===== src/ptts_pkg.sv =====
// Shared types for the periodic task tick scheduler.
// Holds the operation codes, the sequencer states and the slot record.
// No dependencies.
package ptts_pkg;

  // Request operation codes
  typedef enum logic [2:0] {
    OP_TICK          = 3'd0,
    OP_DISPATCH      = 3'd1,
    OP_SET_COUNT     = 3'd2,
    OP_SET_SUSPEND   = 3'd3,
    OP_LOAD_INTERVAL = 3'd4
  } op_t;

  // Sequencer states
  typedef enum logic [1:0] {
    ST_IDLE,
    ST_WALK,
    ST_FLUSH
  } state_t;

  localparam int unsigned CNT_W = 8;
  localparam int unsigned IDX_W = 4;

  // One slot as stored in the slot memory
  typedef struct packed {
    logic [CNT_W-1:0] interval;
    logic [CNT_W-1:0] countdown;
    logic             suspended;
    logic             pending;
  } slot_t;

endpackage


===== src/ptts_slot_mem.sv =====
// Slot memory of the periodic task tick scheduler: one write port and one
// registered read port; a slot never written since reset reads as zero.
// Depends on ptts_pkg.
module ptts_slot_mem
  import ptts_pkg::*;
#(
  parameter int unsigned DEPTH = 8,
  parameter int unsigned AW    = 3
) (
  input  logic          clk,
  input  logic          rst_n,
  input  logic          rd_en,
  input  logic [AW-1:0] rd_addr,
  output slot_t         rd_data,
  input  logic          wr_en,
  input  logic [AW-1:0] wr_addr,
  input  slot_t         wr_data
);

  slot_t            mem_r [DEPTH];
  logic [DEPTH-1:0] vld_r;
  slot_t            rd_data_r;
  logic             rd_vld_r;

  // Valid bits stand in for clearing the array at reset
  always_ff @(posedge clk) begin
    if (!rst_n) begin
      vld_r    <= '0;
      rd_vld_r <= 1'b0;
    end else begin
      if (wr_en) begin
        vld_r[wr_addr] <= 1'b1;
      end
      if (rd_en) begin
        rd_vld_r <= vld_r[rd_addr];
      end
    end
  end

  always_ff @(posedge clk) begin
    if (wr_en) begin
      mem_r[wr_addr] <= wr_data;
    end
    if (rd_en) begin
      rd_data_r <= mem_r[rd_addr];
    end
  end

  assign rd_data = rd_vld_r ? rd_data_r : '0;

endmodule


===== src/periodic_task_tick_scheduler_core.sv =====
// Top level of the periodic task tick scheduler.
// Depends on ptts_pkg and ptts_slot_mem.
//
// The block keeps NUM_TASKS periodic task slots (interval, countdown,
// suspend and pending marks) in one slot memory with a registered read
// port, and serves one request at a time. A tick or a dispatch walks
// the slots in index order with one read-modify-write per cycle, unless
// a dispatch stalls on a busy result register; a dispatch then delivers
// its final result once the result side is free. A set countdown, set
// suspend or load interval request with an index in range is a read,
// then a write back; an out-of-range index or an unused operation code
// is dropped in the cycle it is accepted. The walk length is set by
// the single read port of the slot memory. A dispatch delivers
// each due slot with task_valid high, and marks the final one with last;
// when nothing is due it delivers one result with task_valid low and last
// high. The latest due slot is held one step back in a small buffer so the
// last flag is known when it is sent. All slots read as zero after reset.
module periodic_task_tick_scheduler_core
  import ptts_pkg::*;
#(
  parameter int unsigned NUM_TASKS = 8
) (
  input  logic             clk,
  input  logic             rst_n,
  input  logic             in_valid,
  output logic             in_ready,
  input  logic [2:0]       in_operation,
  input  logic [IDX_W-1:0] in_task_index,
  input  logic [CNT_W-1:0] in_value,
  output logic             out_valid,
  input  logic             out_ready,
  output logic [IDX_W-1:0] out_task_index_res,
  output logic             out_task_valid,
  output logic             out_last
);

  localparam int unsigned AW = (NUM_TASKS > 1) ? $clog2(NUM_TASKS) : 1;
  localparam logic [AW-1:0] LAST_SLOT = AW'(NUM_TASKS - 1);

  state_t           state_r, state_nxt;
  op_t              op_r, op_nxt;
  logic [CNT_W-1:0] val_r, val_nxt;
  logic [AW-1:0]    ptr_r, ptr_nxt;
  logic             hold_vld_r, hold_vld_nxt;
  logic [AW-1:0]    hold_idx_r, hold_idx_nxt;
  logic             out_valid_r, out_valid_nxt;
  logic [IDX_W-1:0] out_idx_r, out_idx_nxt;
  logic             out_tv_r, out_tv_nxt;
  logic             out_last_r, out_last_nxt;

  logic          rd_en, wr_en;
  logic [AW-1:0] rd_addr;
  slot_t         rd_data, slot_nxt;

  logic       is_walk_op, is_set_op, idx_ok, start;
  logic       due, stall, advance, walk_end, out_free;
  logic [CNT_W-1:0] cd_dec;

  ptts_slot_mem #(
    .DEPTH (NUM_TASKS),
    .AW    (AW)
  ) u_mem (
    .clk     (clk),
    .rst_n   (rst_n),
    .rd_en   (rd_en),
    .rd_addr (rd_addr),
    .rd_data (rd_data),
    .wr_en   (wr_en),
    .wr_addr (ptr_r),
    .wr_data (slot_nxt)
  );

  // Request decode at the input
  assign is_walk_op = in_operation inside {OP_TICK, OP_DISPATCH};
  assign is_set_op  = in_operation inside {OP_SET_COUNT, OP_SET_SUSPEND, OP_LOAD_INTERVAL};
  assign idx_ok     = {1'b0, in_task_index} < (IDX_W + 1)'(NUM_TASKS);
  assign start      = is_walk_op || (is_set_op && idx_ok);

  assign out_free = !out_valid_r || out_ready;
  assign in_ready = (state_r == ST_IDLE);

  // Modify the slot read from memory
  always_comb begin
    slot_nxt = rd_data;
    due      = rd_data.pending && !rd_data.suspended;
    cd_dec   = rd_data.countdown - 1'b1;
    case (op_r)
      OP_TICK: begin
        if (rd_data.countdown != '0 && !rd_data.suspended) begin
          if (cd_dec == '0) begin
            slot_nxt.countdown = rd_data.interval;
            slot_nxt.pending   = 1'b1;
          end else begin
            slot_nxt.countdown = cd_dec;
          end
        end
      end
      OP_DISPATCH: begin
        if (due) begin
          slot_nxt.pending = 1'b0;
        end
      end
      OP_SET_COUNT:     slot_nxt.countdown = val_r;
      OP_SET_SUSPEND:   slot_nxt.suspended = |val_r;
      OP_LOAD_INTERVAL: begin
        slot_nxt.interval  = val_r;
        slot_nxt.countdown = val_r;
      end
      default: slot_nxt = rd_data;
    endcase
  end

  // Hold the walk when a second due slot finds the result register busy
  assign stall    = (op_r == OP_DISPATCH) && due && hold_vld_r && !out_free;
  assign walk_end = (op_r != OP_TICK && op_r != OP_DISPATCH) || (ptr_r == LAST_SLOT);
  assign advance  = (state_r == ST_WALK) && !stall;

  // Next state
  always_comb begin
    state_nxt = state_r;
    case (state_r)
      ST_IDLE: begin
        if (in_valid && start) begin
          state_nxt = ST_WALK;
        end
      end
      ST_WALK: begin
        if (advance && walk_end) begin
          state_nxt = (op_r == OP_DISPATCH) ? ST_FLUSH : ST_IDLE;
        end
      end
      ST_FLUSH: begin
        if (out_free) begin
          state_nxt = ST_IDLE;
        end
      end
      default: state_nxt = ST_IDLE;
    endcase
  end

  // Memory control, pointer, hold buffer and result register
  always_comb begin
    rd_en         = 1'b0;
    rd_addr       = ptr_r + 1'b1;
    wr_en         = 1'b0;
    ptr_nxt       = ptr_r;
    op_nxt        = op_r;
    val_nxt       = val_r;
    hold_vld_nxt  = hold_vld_r;
    hold_idx_nxt  = hold_idx_r;
    out_valid_nxt = out_valid_r && !out_ready;
    out_idx_nxt   = out_idx_r;
    out_tv_nxt    = out_tv_r;
    out_last_nxt  = out_last_r;
    case (state_r)
      ST_IDLE: begin
        rd_addr = is_walk_op ? '0 : in_task_index[AW-1:0];
        if (in_valid && start) begin
          rd_en   = 1'b1;
          ptr_nxt = rd_addr;
          op_nxt  = op_t'(in_operation);
          val_nxt = in_value;
        end
      end
      ST_WALK: begin
        if (advance) begin
          wr_en = 1'b1;
          if (!walk_end) begin
            rd_en   = 1'b1;
            ptr_nxt = ptr_r + 1'b1;
          end
          if (op_r == OP_DISPATCH && due) begin
            // Send the earlier due slot; it cannot be the last one
            if (hold_vld_r) begin
              out_valid_nxt = 1'b1;
              out_idx_nxt   = IDX_W'(hold_idx_r);
              out_tv_nxt    = 1'b1;
              out_last_nxt  = 1'b0;
            end
            hold_vld_nxt = 1'b1;
            hold_idx_nxt = ptr_r;
          end
        end
      end
      ST_FLUSH: begin
        if (out_free) begin
          out_valid_nxt = 1'b1;
          out_idx_nxt   = hold_vld_r ? IDX_W'(hold_idx_r) : '0;
          out_tv_nxt    = hold_vld_r;
          out_last_nxt  = 1'b1;
          hold_vld_nxt  = 1'b0;
        end
      end
      default: ;
    endcase
  end

  always_ff @(posedge clk) begin
    if (!rst_n) begin
      state_r     <= ST_IDLE;
      hold_vld_r  <= 1'b0;
      out_valid_r <= 1'b0;
    end else begin
      state_r     <= state_nxt;
      hold_vld_r  <= hold_vld_nxt;
      out_valid_r <= out_valid_nxt;
    end
  end

  always_ff @(posedge clk) begin
    op_r       <= op_nxt;
    val_r      <= val_nxt;
    ptr_r      <= ptr_nxt;
    hold_idx_r <= hold_idx_nxt;
    out_idx_r  <= out_idx_nxt;
    out_tv_r   <= out_tv_nxt;
    out_last_r <= out_last_nxt;
  end

  assign out_valid          = out_valid_r;
  assign out_task_index_res = out_idx_r;
  assign out_task_valid     = out_tv_r;
  assign out_last           = out_last_r;

endmodule

===== config.mk =====
export PLATFORM = sky130hd
export DESIGN_NAME = periodic_task_tick_scheduler_core
export DESIGN_NICKNAME = d
export VERILOG_FILES = /design/src/ptts_pkg.sv /design/src/ptts_slot_mem.sv /design/src/periodic_task_tick_scheduler_core.sv
export SDC_FILE = /design/constraint.sdc
export NUM_CORES = 1
export LEC_CHECK = 0
export ABC_AREA = 1
export ABC_CLOCK_PERIOD_IN_PS = 6300
export BUFFER_PORTS_ARGS = -buffer_cell sky130_fd_sc_hd__buf_4
export CAP_MARGIN = 40
export CORE_ASPECT_RATIO = 0.9
export CORE_UTILIZATION = 45
export DETAILED_ROUTE_END_ITERATION = 6
export GPL_TIMING_DRIVEN = 0
export SYNTH_ARGS = -nofsm -noshare
export SYNTH_HDL_FRONTEND = slang
export SYNTH_SLANG_ARGS = --single-unit

===== constraint.sdc =====
create_clock -name clk -period 6.3 [get_ports clk]
set_input_delay 0.63 -clock clk [delete_from_list [all_inputs] [get_ports clk]]
set_output_delay 0.63 -clock clk [all_outputs]
set_load 0.02 [all_outputs]

==> run metrics <==
initial drt markers=about 640; Worst Tran Pin Value=roughly 0.93 ns; dpl ws=3.64 ns; RSZ-0062 raised after global routing=false; Rows=47; Max Clock Skew=approximately 0.015 ns; Yosys top cell area share=64.6%; worst hold margin=about 0.38 ns; number of synthesized flops with an enable pin=184; PortBufs=24; GRT Overall Usage=22.7%; IO Count=27; most numerous cell in the Yosys netlist=edfxtp_1; Syn Nets=799; Avg Vias per Cell=roughly 5.6; first-pass GRT wire length=32800 um; total CTS buffers=17; Hold Buf Count CTS=0; Clock Sinks=just under 200; via count=roughly 6100; Routed WL=between 20000 and 25000 um; critical path class=reg2reg; Final setup viols=0; dominant cell type by area after synthesis=edfxtp_1; period utilization=about 43%; PostCTS Resize Cnt=0; Max Transition Viols Final=0; post-CTS setup buffer count=0; Area growth syn-to-layout=15.1%; routability cong.=0.894; layout cells sized above 1=14.3%; H-tree lvl count=4; final setup TNS=0 ns; Final Hold Viols=0; Max-cap violations=0; critical path peak fanout=10; crit end category=flip-flop; synthesized area per cell=~11 um2; Residual DRC=0; Clock Root Buffer=clkbuf_16; Die Area=a little under 20000 um2; Mapped Cells=just under 800; Final min period=around 2.7 ns; effective utilization at floorplan=between 40% and 50%; async set-reset flop share out of synthesis=0%; total power draw=approximately 5 mW; VDD IR max=between 200 and 300 uV; initial antenna violation count=0; GRT overflow=0; Die Y=133 um; post-synthesis sequential area ratio=between 60% and 70%; Worst Setup Start Kind=flip-flop; Synth Flop Type=edfxtp_1; Core Box Area=around 18000 um2; count of different cell masters after synthesis=39; Synth Warn #=0; # nets final=~860; Worst-Skew Late Latency=approximately 0.43 ns; Static Leak=~3.7 nW; Wirelength per Cell=between 15 and 20 um; Final WS setup=about 3.6 ns; chip width=about 150 um; largest net degree at the start of global routing=20; slew margin rel.=between 30% and 40%; post-DP HPWL=roughly 15000 um; WP data required=approximately 6.4 ns; Post-Syn Area=roughly 8500 um2; top cells by count, synth=edfxtp_1, nand2_1, nor2_1; Power Density=between 500 and 600 nW/um2; drt first pass iters=5; CTS tree=done; antenna cell count=0; Min-Delay Path Class=in2reg; Max clock buf depth=2; CTS clk-pin slew, worst paths=roughly 0.070 ns; Area contributors post-synth=edfxtp_1, nand2_1, o21ai_0; number of global-route vias before repair=5935; highest clock rate=approximately 0.37 GHz; Worst Path Arrival=roughly 2.9 ns; flops & latches, synth=~200; ANT nets after route=0; run status=finished clean
==> routing by layer <==
metal	part of all wire (%)	up-vias	track usage, %
li1	-	2815	-
met1	43	2981	30.6
met2	47	261	36.6
met3	7.6	32	4.48
met4	1.7	0	8.25
met5	0	-	0
==> metrics by stage <==
stage               instance area (um2)  cells  util, %
CTS                                9840   1089     53.3
floorplan                          8550    772        -
finish                             9840   1089     53.3
global placement                   9030   1041     48.9
global route                       9840   1089     53.3
detailed placement                 9270   1057     50.2
==> cell type report <==
class,count,area (um2)
clock buffers,18,429
inverters,50,188
fillers,1596,8620
clock inverters,14,140
well taps,245,307
multi-input cells,492,2410
flip-flops and latches,197,5790
repair buffers,40,418
plain buffers,33,159
==> critical path: stages (launching register included) <==
cell     delay, ns
dfxtp_1       0.43
buf_6         0.22
nand2_2       0.14
ha_1          0.27
nand2_4       0.10
nand2_2       0.06
nor2_2        0.11
inv_1         0.05
nor2_1        0.10
nand3_1       0.08
nor2_1        0.09
nand3_1       0.15
o21ai_1       0.62
==> final timing paths <==
check                               startpoint           endpoint  slack (ns)  cells past startpoint
worst max-delay path            u_mem.rd_vld_r  u_mem.mem_r[4][5]        3.58                     12
worst min-delay path               in_value[4]           val_r[4]        0.38                      1
worst max register to register  u_mem.rd_vld_r  u_mem.mem_r[4][5]        3.58                     12
worst min register to register  u_mem.vld_r[7]     u_mem.vld_r[7]        0.47                      2
==> state kept, by name, summed over array words and instances (netlist names), 2 cells and up <==
name / flops
val_r: 8
u_mem.vld_r: 8
u_mem.rd_data_r: 18
op_r: 3
hold_idx_r: 3
state_r: 2
ptr_r: 3
out_task_index_res: 3
u_mem.mem_r: 144
==> kinds of logic after synthesis <==
family                     synth area share [%]
buffers and inverters                      4.05
DFF                                        67.7
AOI/OAI and AO/OA                          11.2
and+or+nand+nor                            15.7
other                                    0.0439
xor gates and xnor gates                  0.102
adders and majority gates                  1.17
==> cell usage in the layout, fill, tap and decap left out, drive strengths merged <==
| master | n |
|---|---|
| o22ai | 36 |
| o211ai | 2 |
| a22oi | 1 |
| a31oi | 1 |
| nor3b | 1 |
| xor2 | 1 |
| nand2 | 166 |
| and3 | 1 |
| a41oi | 1 |
| ha | 8 |
| clkinv | 9 |
| conb | 1 |
| o21ai | 103 |
| inv | 55 |
| a21boi | 3 |
| o21bai | 1 |
| buf | 55 |
| nor2 | 113 |
| nor3 | 1 |
| dfxtp | 13 |
| edfxtp | 184 |
| nand4 | 1 |
| o21a | 4 |
| nand3b | 1 |
| nor4 | 3 |
| clkbuf | 36 |
| nand3 | 23 |
| a21oi | 20 |
==> power by group <==
| part | internal (mW) | switching (mW) |
|---|---|---|
| combinational | 0.600 | 1.49 |
| clock | 0.526 | 0.507 |
| sequential | 1.76 | 0.0813 |
| total | 2.89 | 2.08 |
No activity file was read; power rests on OpenSTA's default activity.
